## src/rtl/core/fchd_pkg.sv

```systemverilog
// ----------------------------------------------------------------------------
// fchd_pkg
// Shared widths, codes and structs of the foot contact hysteresis detector.
// ----------------------------------------------------------------------------
package fchd_pkg;

  localparam int FOOT_COUNT_DEF = 4;
  localparam int POS_W          = 24;
  localparam int SPEED_W        = 49;
  localparam int CNT_W          = 8;
  localparam int FOOT_W         = 2;
  localparam int CFG_IDX_W      = 2;
  localparam int CFG_DATA_W     = SPEED_W;

  typedef enum logic {
    OP_UPDATE = 1'b0,
    OP_CLEAR  = 1'b1
  } op_t;

  typedef enum logic [CFG_IDX_W-1:0] {
    REG_HEIGHT_TH   = 2'd0,
    REG_SPEED_TH    = 2'd1,
    REG_EXIT_FRAMES = 2'd2,
    REG_RELEASE_H   = 2'd3
  } cfg_reg_t;

  typedef struct packed {
    logic [POS_W-1:0]   height_threshold;
    logic [SPEED_W-1:0] speed_threshold_sq;
    logic [CNT_W-1:0]   exit_frames;
    logic [POS_W-1:0]   release_height;
  } cfg_t;

  // Motion and height summary handed from the position stage to the lock stage
  typedef struct packed {
    logic             clear;
    logic             update;
    logic             prev_ok;
    logic             h_below;
    logic             h_above;
    logic [POS_W-1:0] mag_x;
    logic [POS_W-1:0] mag_z;
  } motion_t;

  typedef struct packed {
    logic             lock;
    logic [CNT_W-1:0] count;
  } lock_entry_t;

endpackage

```

## src/rtl/core/fchd_pos_stage.sv

```systemverilog
// ----------------------------------------------------------------------------
// fchd_pos_stage
// First stage: previous X/Z position memory, read at request accept,
// written back when the request moves on; forms per-axis motion magnitudes.
// ----------------------------------------------------------------------------
module fchd_pos_stage #(
  parameter int FOOT_COUNT = fchd_pkg::FOOT_COUNT_DEF
) (
  input  logic                              clk,
  input  logic                              rst,
  input  logic                              load,
  input  logic                              advance,
  input  logic                              clear_in,
  input  logic [fchd_pkg::FOOT_W-1:0]       foot_index,
  input  logic signed [fchd_pkg::POS_W-1:0] pos_x,
  input  logic signed [fchd_pkg::POS_W-1:0] pos_height,
  input  logic signed [fchd_pkg::POS_W-1:0] pos_z,
  input  fchd_pkg::cfg_t                    cfg,
  output fchd_pkg::motion_t                 motion,
  output logic [((FOOT_COUNT > 1) ? $clog2(FOOT_COUNT) : 1)-1:0] idx
);
  import fchd_pkg::*;

  localparam int FW = (FOOT_COUNT > 1) ? $clog2(FOOT_COUNT) : 1;
  localparam int XZ_W = 2 * POS_W;

  logic [FW-1:0]     in_idx;
  logic              in_range;
  logic              s1_clear;
  logic              s1_update;
  logic [FW-1:0]     s1_idx;
  logic [POS_W-1:0]  s1_x;
  logic [POS_W-1:0]  s1_z;
  logic [POS_W-1:0]  s1_h;
  logic [XZ_W-1:0]   pos_mem [FOOT_COUNT];
  logic [XZ_W-1:0]   pos_rd;
  logic              fwd_hit;
  logic [XZ_W-1:0]   fwd_data;
  logic [FOOT_COUNT-1:0] pos_valid;
  logic              wr_en;
  logic [XZ_W-1:0]   prev_xz;

  function automatic logic [POS_W-1:0] abs_diff(logic [POS_W-1:0] a, logic [POS_W-1:0] b);
    logic [POS_W:0] d;
    logic [POS_W:0] neg;
    d   = {a[POS_W-1], a} - {b[POS_W-1], b};
    neg = -d;
    return d[POS_W] ? neg[POS_W-1:0] : d[POS_W-1:0];
  endfunction

  assign in_idx   = FW'(foot_index);
  assign in_range = ({5'd0, foot_index} < 7'(FOOT_COUNT));
  assign wr_en    = advance && s1_update;

  // Capture request and read the previous position
  always_ff @(posedge clk) begin
    if (load) begin
      s1_clear  <= clear_in;
      s1_update <= !clear_in && in_range;
      s1_idx    <= in_idx;
      s1_x      <= pos_x;
      s1_z      <= pos_z;
      s1_h      <= pos_height;
      pos_rd    <= pos_mem[in_idx];
      // Forward the entry written at this same edge
      fwd_hit   <= wr_en && (s1_idx == in_idx);
      fwd_data  <= {s1_x, s1_z};
    end
    if (wr_en) begin
      pos_mem[s1_idx] <= {s1_x, s1_z};
    end
  end

  // Track which entries hold a position since the last clear
  always_ff @(posedge clk) begin
    if (rst) begin
      pos_valid <= '0;
    end else if (advance && s1_clear) begin
      pos_valid <= '0;
    end else if (wr_en) begin
      pos_valid[s1_idx] <= 1'b1;
    end
  end

  // Form motion magnitudes and height tests
  always_comb begin
    prev_xz         = fwd_hit ? fwd_data : pos_rd;
    motion.clear    = s1_clear;
    motion.update   = s1_update;
    motion.prev_ok  = s1_update && pos_valid[s1_idx];
    motion.h_below  = $signed(s1_h) < $signed(cfg.height_threshold);
    motion.h_above  = $signed(s1_h) > $signed(cfg.release_height);
    motion.mag_x    = abs_diff(s1_x, prev_xz[XZ_W-1:POS_W]);
    motion.mag_z    = abs_diff(s1_z, prev_xz[POS_W-1:0]);
  end

  assign idx = s1_idx;

endmodule

```

## src/rtl/core/fchd_lock_stage.sv

```systemverilog
// ----------------------------------------------------------------------------
// fchd_lock_stage
// Second stage: lock flag and violation counter memory, squared speed test
// and hysteresis update, written back when the request moves on.
// ----------------------------------------------------------------------------
module fchd_lock_stage #(
  parameter int FOOT_COUNT = fchd_pkg::FOOT_COUNT_DEF
) (
  input  logic              clk,
  input  logic              rst,
  input  logic              load,
  input  logic              advance,
  input  fchd_pkg::motion_t motion_in,
  input  logic [((FOOT_COUNT > 1) ? $clog2(FOOT_COUNT) : 1)-1:0] idx_in,
  input  fchd_pkg::cfg_t    cfg,
  output logic              lock_result
);
  import fchd_pkg::*;

  localparam int FW = (FOOT_COUNT > 1) ? $clog2(FOOT_COUNT) : 1;
  localparam int SQ_W = 2 * POS_W;

  motion_t           s2_m;
  logic [FW-1:0]     s2_idx;
  lock_entry_t       lock_mem [FOOT_COUNT];
  lock_entry_t       lock_rd;
  logic              fwd_hit;
  lock_entry_t       fwd_data;
  logic [FOOT_COUNT-1:0] lock_valid;
  logic              wr_en;
  logic [SQ_W-1:0]   sq_x;
  logic [SQ_W-1:0]   sq_z;
  logic [SPEED_W-1:0] speed_sq;
  logic              raw;
  lock_entry_t       cur;
  lock_entry_t       entry_next;
  logic [CNT_W-1:0]  cnt_inc;

  assign wr_en = advance && s2_m.update;

  // Capture request and read the lock entry
  always_ff @(posedge clk) begin
    if (load) begin
      s2_m     <= motion_in;
      s2_idx   <= idx_in;
      lock_rd  <= lock_mem[idx_in];
      fwd_hit  <= wr_en && (s2_idx == idx_in);
      fwd_data <= entry_next;
    end
    if (wr_en) begin
      lock_mem[s2_idx] <= entry_next;
    end
  end

  // Entries not written since the last clear read as unlocked, count zero
  always_ff @(posedge clk) begin
    if (rst) begin
      lock_valid <= '0;
    end else if (advance && s2_m.clear) begin
      lock_valid <= '0;
    end else if (wr_en) begin
      lock_valid[s2_idx] <= 1'b1;
    end
  end

  // Squared horizontal speed and raw contact
  always_comb begin
    sq_x     = s2_m.mag_x * s2_m.mag_x;
    sq_z     = s2_m.mag_z * s2_m.mag_z;
    speed_sq = s2_m.prev_ok ? ({1'b0, sq_x} + {1'b0, sq_z}) : '0;
    raw      = s2_m.h_below && (speed_sq < cfg.speed_threshold_sq);
  end

  // Hysteresis update
  always_comb begin
    if (fwd_hit) begin
      cur = fwd_data;
    end else if (lock_valid[s2_idx]) begin
      cur = lock_rd;
    end else begin
      cur = '0;
    end
    cnt_inc    = cur.count + CNT_W'(1);
    entry_next = cur;
    if (!cur.lock) begin
      if (raw) begin
        entry_next.lock  = 1'b1;
        entry_next.count = '0;
      end
    end else if (s2_m.h_above) begin
      entry_next = '0;
    end else if (!raw) begin
      if (cnt_inc >= cfg.exit_frames) begin
        entry_next = '0;
      end else begin
        entry_next.count = cnt_inc;
      end
    end else begin
      entry_next.count = '0;
    end
    lock_result = s2_m.update ? entry_next.lock : 1'b0;
  end

endmodule

```

## src/rtl/core/foot_contact_hysteresis_detector_core.sv

```systemverilog
// ----------------------------------------------------------------------------
// foot_contact_hysteresis_detector_core
// Per-foot contact lock with hysteresis: position stage, lock stage and a
// result register, one request per cycle while results are taken.
// ----------------------------------------------------------------------------
//  channel | handshake            | payload
//  --------+----------------------+------------------------------------------
//  in      | in_valid / in_ready  | opcode, foot_index, pos_x, pos_height, pos_z
//  out     | out_valid / out_ready| locked
//  cfg     | cfg_valid / cfg_ready| cfg_index, cfg_data
//
//  One request per cycle sustained while out_ready holds; out_valid rises
//  after the request has passed the position stage, then the lock stage into
//  the result register.
//  Each state memory is read once and written once per cycle; a write to the
//  entry read at the same edge is forwarded.
//  Reset clears per-foot valid bits at once; no clearing pass is needed.
//  A stalled result holds the pipeline; in_ready drops only when all three
//  stages are full. cfg_ready is always high.
// ----------------------------------------------------------------------------
module foot_contact_hysteresis_detector_core #(
  parameter int FOOT_COUNT = fchd_pkg::FOOT_COUNT_DEF
) (
  input  logic                                clk,
  input  logic                                rst,
  input  logic                                in_valid,
  output logic                                in_ready,
  input  logic                                opcode,
  input  logic [fchd_pkg::FOOT_W-1:0]         foot_index,
  input  logic signed [fchd_pkg::POS_W-1:0]   pos_x,
  input  logic signed [fchd_pkg::POS_W-1:0]   pos_height,
  input  logic signed [fchd_pkg::POS_W-1:0]   pos_z,
  output logic                                out_valid,
  input  logic                                out_ready,
  output logic                                locked,
  input  logic                                cfg_valid,
  output logic                                cfg_ready,
  input  logic [fchd_pkg::CFG_IDX_W-1:0]      cfg_index,
  input  logic [fchd_pkg::CFG_DATA_W-1:0]     cfg_data
);
  import fchd_pkg::*;

  localparam int FW = (FOOT_COUNT > 1) ? $clog2(FOOT_COUNT) : 1;

  cfg_t          cfg;
  logic          s1_valid;
  logic          s2_valid;
  logic          out_free;
  logic          s2_free;
  logic          s1_adv;
  logic          s2_adv;
  logic          in_accept;
  motion_t       motion;
  logic [FW-1:0] s1_idx;
  logic          lock_result;

  // Configuration registers
  assign cfg_ready = 1'b1;

  always_ff @(posedge clk) begin
    if (rst) begin
      cfg.height_threshold   <= POS_W'(1280);
      cfg.speed_threshold_sq <= SPEED_W'(65536);
      cfg.exit_frames        <= CNT_W'(3);
      cfg.release_height     <= POS_W'(2560);
    end else if (cfg_valid && cfg_ready) begin
      unique case (cfg_index)
        REG_HEIGHT_TH:   cfg.height_threshold   <= cfg_data[POS_W-1:0];
        REG_SPEED_TH:    cfg.speed_threshold_sq <= cfg_data[SPEED_W-1:0];
        REG_EXIT_FRAMES: cfg.exit_frames        <= cfg_data[CNT_W-1:0];
        REG_RELEASE_H:   cfg.release_height     <= cfg_data[POS_W-1:0];
        default: ;
      endcase
    end
  end

  // Pipeline flow control
  assign out_free  = !out_valid || out_ready;
  assign s2_free   = !s2_valid || out_free;
  assign s2_adv    = s2_valid && out_free;
  assign s1_adv    = s1_valid && s2_free;
  assign in_ready  = !s1_valid || s2_free;
  assign in_accept = in_valid && in_ready;

  always_ff @(posedge clk) begin
    if (rst) begin
      s1_valid  <= 1'b0;
      s2_valid  <= 1'b0;
      out_valid <= 1'b0;
    end else begin
      if (in_accept) begin
        s1_valid <= 1'b1;
      end else if (s1_adv) begin
        s1_valid <= 1'b0;
      end
      if (s1_adv) begin
        s2_valid <= 1'b1;
      end else if (s2_adv) begin
        s2_valid <= 1'b0;
      end
      if (s2_adv) begin
        out_valid <= 1'b1;
      end else if (out_ready) begin
        out_valid <= 1'b0;
      end
    end
  end

  // Hold the result until taken
  always_ff @(posedge clk) begin
    if (s2_adv) begin
      locked <= lock_result;
    end
  end

  fchd_pos_stage #(
    .FOOT_COUNT(FOOT_COUNT)
  ) u_pos (
    .clk        (clk),
    .rst        (rst),
    .load       (in_accept),
    .advance    (s1_adv),
    .clear_in   (opcode == OP_CLEAR),
    .foot_index (foot_index),
    .pos_x      (pos_x),
    .pos_height (pos_height),
    .pos_z      (pos_z),
    .cfg        (cfg),
    .motion     (motion),
    .idx        (s1_idx)
  );

  fchd_lock_stage #(
    .FOOT_COUNT(FOOT_COUNT)
  ) u_lock (
    .clk         (clk),
    .rst         (rst),
    .load        (s1_adv),
    .advance     (s2_adv),
    .motion_in   (motion),
    .idx_in      (s1_idx),
    .cfg         (cfg),
    .lock_result (lock_result)
  );

endmodule

```

## config.mk

```make
export PLATFORM = sky130hd
export DESIGN_NAME = foot_contact_hysteresis_detector_core
export DESIGN_NICKNAME = d
export VERILOG_FILES = /design/src/rtl/core/fchd_pkg.sv /design/src/rtl/core/fchd_pos_stage.sv /design/src/rtl/core/fchd_lock_stage.sv /design/src/rtl/core/foot_contact_hysteresis_detector_core.sv
export SDC_FILE = /design/constraint.sdc
export NUM_CORES = 2
export LEC_CHECK = 0
export ABC_AREA = 1
export BUFFER_PORTS_ARGS = -buffer_cell sky130_fd_sc_hd__buf_2
export CAP_MARGIN = 20
export CORE_MARGIN = 2
export CORE_UTILIZATION = 25
export DETAILED_ROUTE_END_ITERATION = 8
export PLACE_DENSITY = 0.41
export SLEW_MARGIN = 30
export SYNTH_ARGS = -nofsm -noshare
export SYNTH_HDL_FRONTEND = slang
export SYNTH_SLANG_ARGS = --single-unit
```

## constraint.sdc

```tcl
create_clock -name clk -period 16.85 [get_ports clk]
set_input_delay 2.5275 -clock clk [delete_from_list [all_inputs] [get_ports clk]]
set_output_delay 2.5275 -clock clk [all_outputs]
set_load 0.03 [all_outputs]
```

==> summary.md <==
The number of nets in the synthesized netlist is 8263. The flow ran to the end, and the final reports show no timing, DRC or antenna violations. TritonCTS built the clock tree. The worst slew margin relative to its limit was 0.354.

The run gives 0 as the total count of max-transition violations in the final report. The top cell type's share of synthesized area was 0.305; the x dimension of the die was 501 um. Source of the critical timing path: u_lock.s2_m[41]. The run gives 0 as the final-report hold violation count. On the worst path, the slowest cell contributes a delay of 0.61 ns. The detail route stage leaves a number of antenna-violating nets equal to 0. Counting cells, the worst reg-to-reg path comes to 37.

The cell family contributing the most delay on the critical path is adder cells. The setup TNS was 0 ns; the post-synthesis cell count was 6699. The critical path runs through a total of 37 cells. The initial antenna violation count was 5; the count of routing violations after the opening detailed-route iteration was 2296. Clock-pin transition on the worst setup and hold timing paths: 0.06 ns. Shortest period the worst path allows: 11.16 ns. The repair_antennas step left the layout with diodes totalling 0. The number of register bits inferred by synthesis is 592, and the length of the first detailed-routing pass in iterations is 5. The launching point of the worst reg2reg path is u_lock.s2_m[41]. The via count was 42600; the post-CTS setup repair buffer count was 0.

Number of placement rows: 182. The placeable core region came out at 245000 um2. Counting along the longest clock path gives a buffer depth of 3. The post-synthesis async set-or-reset flop share was 0; the post-cts sizing count was 0. Setup violations remaining at the end of the flow were counted as 0.

The worst path required time is 17.26 ns, and the global-route usage over all layers is 0.148. For the worst setup path, the data arrival time is 11.57 ns. Fmax: 89.6 MHz. For this run, design rule violations remaining after detail routing come to 0. The number of buffers and inverters on the critical path is 10. For this run, the leading register cell type out of synthesis is sky130_fd_sc_hd__edfxtp_1. The sum of overflow across all layers after global routing is 0. At the end of routability-driven placement, the weighted congestion stood at 0.838.

The total half-perimeter wirelength after legalization and detailed placement was 146000 um; the count of unique library cells instantiated by Yosys was 59. The tree is rooted in a sky130_fd_sc_hd__clkbuf_16. In this run the mean area of a mapped cell was 9.20 um2. The number of global-route vias before repair came out at 46500. The ratio of final minimum period to clock period is 0.662.

The cell accounting for the most synthesized area was sky130_fd_sc_hd__fa_1. For this design, the sink count on the clock tree is 592. The final routed wire length divided by cell count is 18.1 um, and the overall die height is 501 um. The ratio of cells with drive above 1 in the final layout came out at 0.0571.

Entering global routing, the biggest net connects 115 pins. The area growth from synthesis to final layout was 11.3%. The first global-routing pass estimated 284000 um of wire. Counting instances, the worst hold path has a depth of 0. The tools report the count of hold-fix buffers inserted at cts as 0. 135 I/O pins were placed. Dividing the detail-routed via count by the number of cells gives 4.23. Number of buffers inserted during clock tree synthesis: 68. The largest individual stage delay along the critical path comes from the cell sky130_fd_sc_hd__nor4_1. For the pin with the worst max-slew slack, the measured transition is 0.959 ns. The Yosys step of the flow raised 0 warnings. Of all nets on the critical path, the largest fanout is 17. For the number of H-tree branching levels, the log shows 3.

Aggregate routed wire length: 182000 um. For the post-route worst hold slack, the log shows 0.454 ns. Max-cap violations in this run came to 0.

STA classifies the critical path startpoint as a flip-flop. The die area is 251000 um2, and the count of input and output buffers is 133. In the post-synthesis netlist, the biggest area contributors are sky130_fd_sc_hd__fa_1, sky130_fd_sc_hd__edfxtp_1, sky130_fd_sc_hd__inv_1. The number of enable flip-flop cells after synthesis came out at 476. Setup repair after global routing left no endpoint under its margin. The initial core utilization is 0.251, and the maximum clock skew at final layout is 0.0317 ns. The tools report the post-synthesis cell area as 61600 um2. The critical path in this run is classified as flip-flop to flip-flop.

The worst hold path class was flip-flop to flip-flop. The layout net count is 8352, and the share of the yosys chip area belonging to registers is 0.270. For the worst-skew pair, the clock arrives at the later sink with an insertion delay of 0.67 ns. The endpoint kind of the worst setup timing path was a flip-flop. The source of the worst hold timing path was u_pos.s1_clear.
[logic make-up (layout without fill, tap and decap cells)]
family / Yosys count / count (layout) / share of synthesized area
DFF: 592 / 592 / 0.270
AOI/OAI and AO/OA: 748 / 748 / 0.0654
muxes: 48 / 48 / 0.00783
xor gates and xnor gates: 72 / 72 / 0.0102
buffers and inverters: 2068 / 2212 / 0.127
adders and majority gates: 1433 / 1433 / 0.405
and+or+nand+nor: 1737 / 1737 / 0.115
other: 1 / 1 / 0.0000608
[routing by layer]
metal	part of all wire	up-vias	global-route usage	routed length, um
met5	0.000061	-	0	11
met4	0.016	2	0.0280	2930
met3	0.032	145	0.0137	5780
met2	0.47	679	0.245	84700
met1	0.49	21300	0.211	88300
li1	-	20500	-	-
[flip-flops by register name, summed over array words and instances, names as in the netlist]
signal / flops
u_pos.pos_mem: 192
cfg: 105
u_lock.s2_m: 53
u_pos.fwd_data: 48
u_pos.pos_rd: 48
u_lock.lock_mem: 36
u_pos.s1_h: 24
u_pos.s1_x: 24
u_pos.s1_z: 24
u_lock.fwd_data: 9
u_lock.lock_rd: 9
u_lock.lock_valid: 4
u_pos.pos_valid: 4
u_lock.s2_idx: 2
u_pos.idx: 2
locked: 1
out_valid: 1
s1_valid: 1
s2_valid: 1
u_lock.fwd_hit: 1
u_pos.fwd_hit: 1
u_pos.s1_clear: 1
u_pos.s1_update: 1
[cell usage in the layout (no fill, tap or decap), types with 29 or more instances in the layout]
cell,instances
sky130_fd_sc_hd__a21oi_1,308
sky130_fd_sc_hd__buf_2,132
sky130_fd_sc_hd__buf_4,67
sky130_fd_sc_hd__clkbuf_16,68
sky130_fd_sc_hd__dfxtp_1,116
sky130_fd_sc_hd__edfxtp_1,476
sky130_fd_sc_hd__fa_1,938
sky130_fd_sc_hd__ha_1,495
sky130_fd_sc_hd__inv_1,1866
sky130_fd_sc_hd__mux2i_1,46
sky130_fd_sc_hd__nand2_1,1154
sky130_fd_sc_hd__nand3_1,116
sky130_fd_sc_hd__nand4_1,35
sky130_fd_sc_hd__nor2_1,307
sky130_fd_sc_hd__nor3_1,33
sky130_fd_sc_hd__o21ai_0,299
sky130_fd_sc_hd__o22ai_1,52
sky130_fd_sc_hd__xnor2_1,29
sky130_fd_sc_hd__xor2_1,43
[metrics by stage]
stage	instances	util	instance area, um2	setup slack (ns)
final	10100	0.279	68600	5.69
after global routing	10100	0.279	68600	5.19
after CTS	10100	0.279	68600	5.70
after detailed placement	9937	0.270	66200	5.78
after global placement	9936	0.270	66200	5.61
after floorplan	6699	-	61600	8.10
[cells in the mapped netlist, types with 6 or more instances]
cell                       instances
sky130_fd_sc_hd__o21bai_1          9
sky130_fd_sc_hd__nand4_1          35
sky130_fd_sc_hd__nand2_1        1154
sky130_fd_sc_hd__edfxtp_1        476
sky130_fd_sc_hd__nor4_1            6
sky130_fd_sc_hd__o21ai_0         303
sky130_fd_sc_hd__nand2_2          27
sky130_fd_sc_hd__o211ai_1          9
sky130_fd_sc_hd__dfxtp_1         116
sky130_fd_sc_hd__ha_1            495
sky130_fd_sc_hd__o22ai_1          52
sky130_fd_sc_hd__nor3_1           35
sky130_fd_sc_hd__xor2_1           43
sky130_fd_sc_hd__a22oi_1          14
sky130_fd_sc_hd__buf_1             6
sky130_fd_sc_hd__a21oi_1         308
sky130_fd_sc_hd__or2_2             7
sky130_fd_sc_hd__fa_1            938
sky130_fd_sc_hd__clkbuf_1        168
sky130_fd_sc_hd__a31oi_1           7
sky130_fd_sc_hd__inv_1          1872
sky130_fd_sc_hd__mux2i_1          46
sky130_fd_sc_hd__nor2_2            8
sky130_fd_sc_hd__inv_2             9
sky130_fd_sc_hd__o221ai_1          7
sky130_fd_sc_hd__a21boi_0          6
sky130_fd_sc_hd__nand3_1         116
sky130_fd_sc_hd__nor2_1          311
sky130_fd_sc_hd__nand3b_1         18
sky130_fd_sc_hd__a21o_1            6
sky130_fd_sc_hd__o21a_1           10
sky130_fd_sc_hd__xnor2_1          29
[worst paths after layout]
path | end | slack (ns)
setup reg to reg | u_lock.lock_mem[3][5] | 5.69
hold / removal | u_lock.s2_m[52] | 0.45
setup / recovery | u_lock.lock_mem[3][5] | 5.69
hold reg to reg | u_lock.s2_m[52] | 0.45
[final cells by class]
class	count	area, um2
Fill cell	26200	177000
Multi-Input combinational cell	4039	37300
Sequential cell	592	16600
Inverter	1886	7090
Tap cell	3220	4030
Clock buffer	88	1870
Timing Repair Buffer	201	1220
Clock inverter	37	483
Power is left out: the tool's default activity adds up to more than one toggle a clock period on the data nets, which glitch-free logic cannot reach.
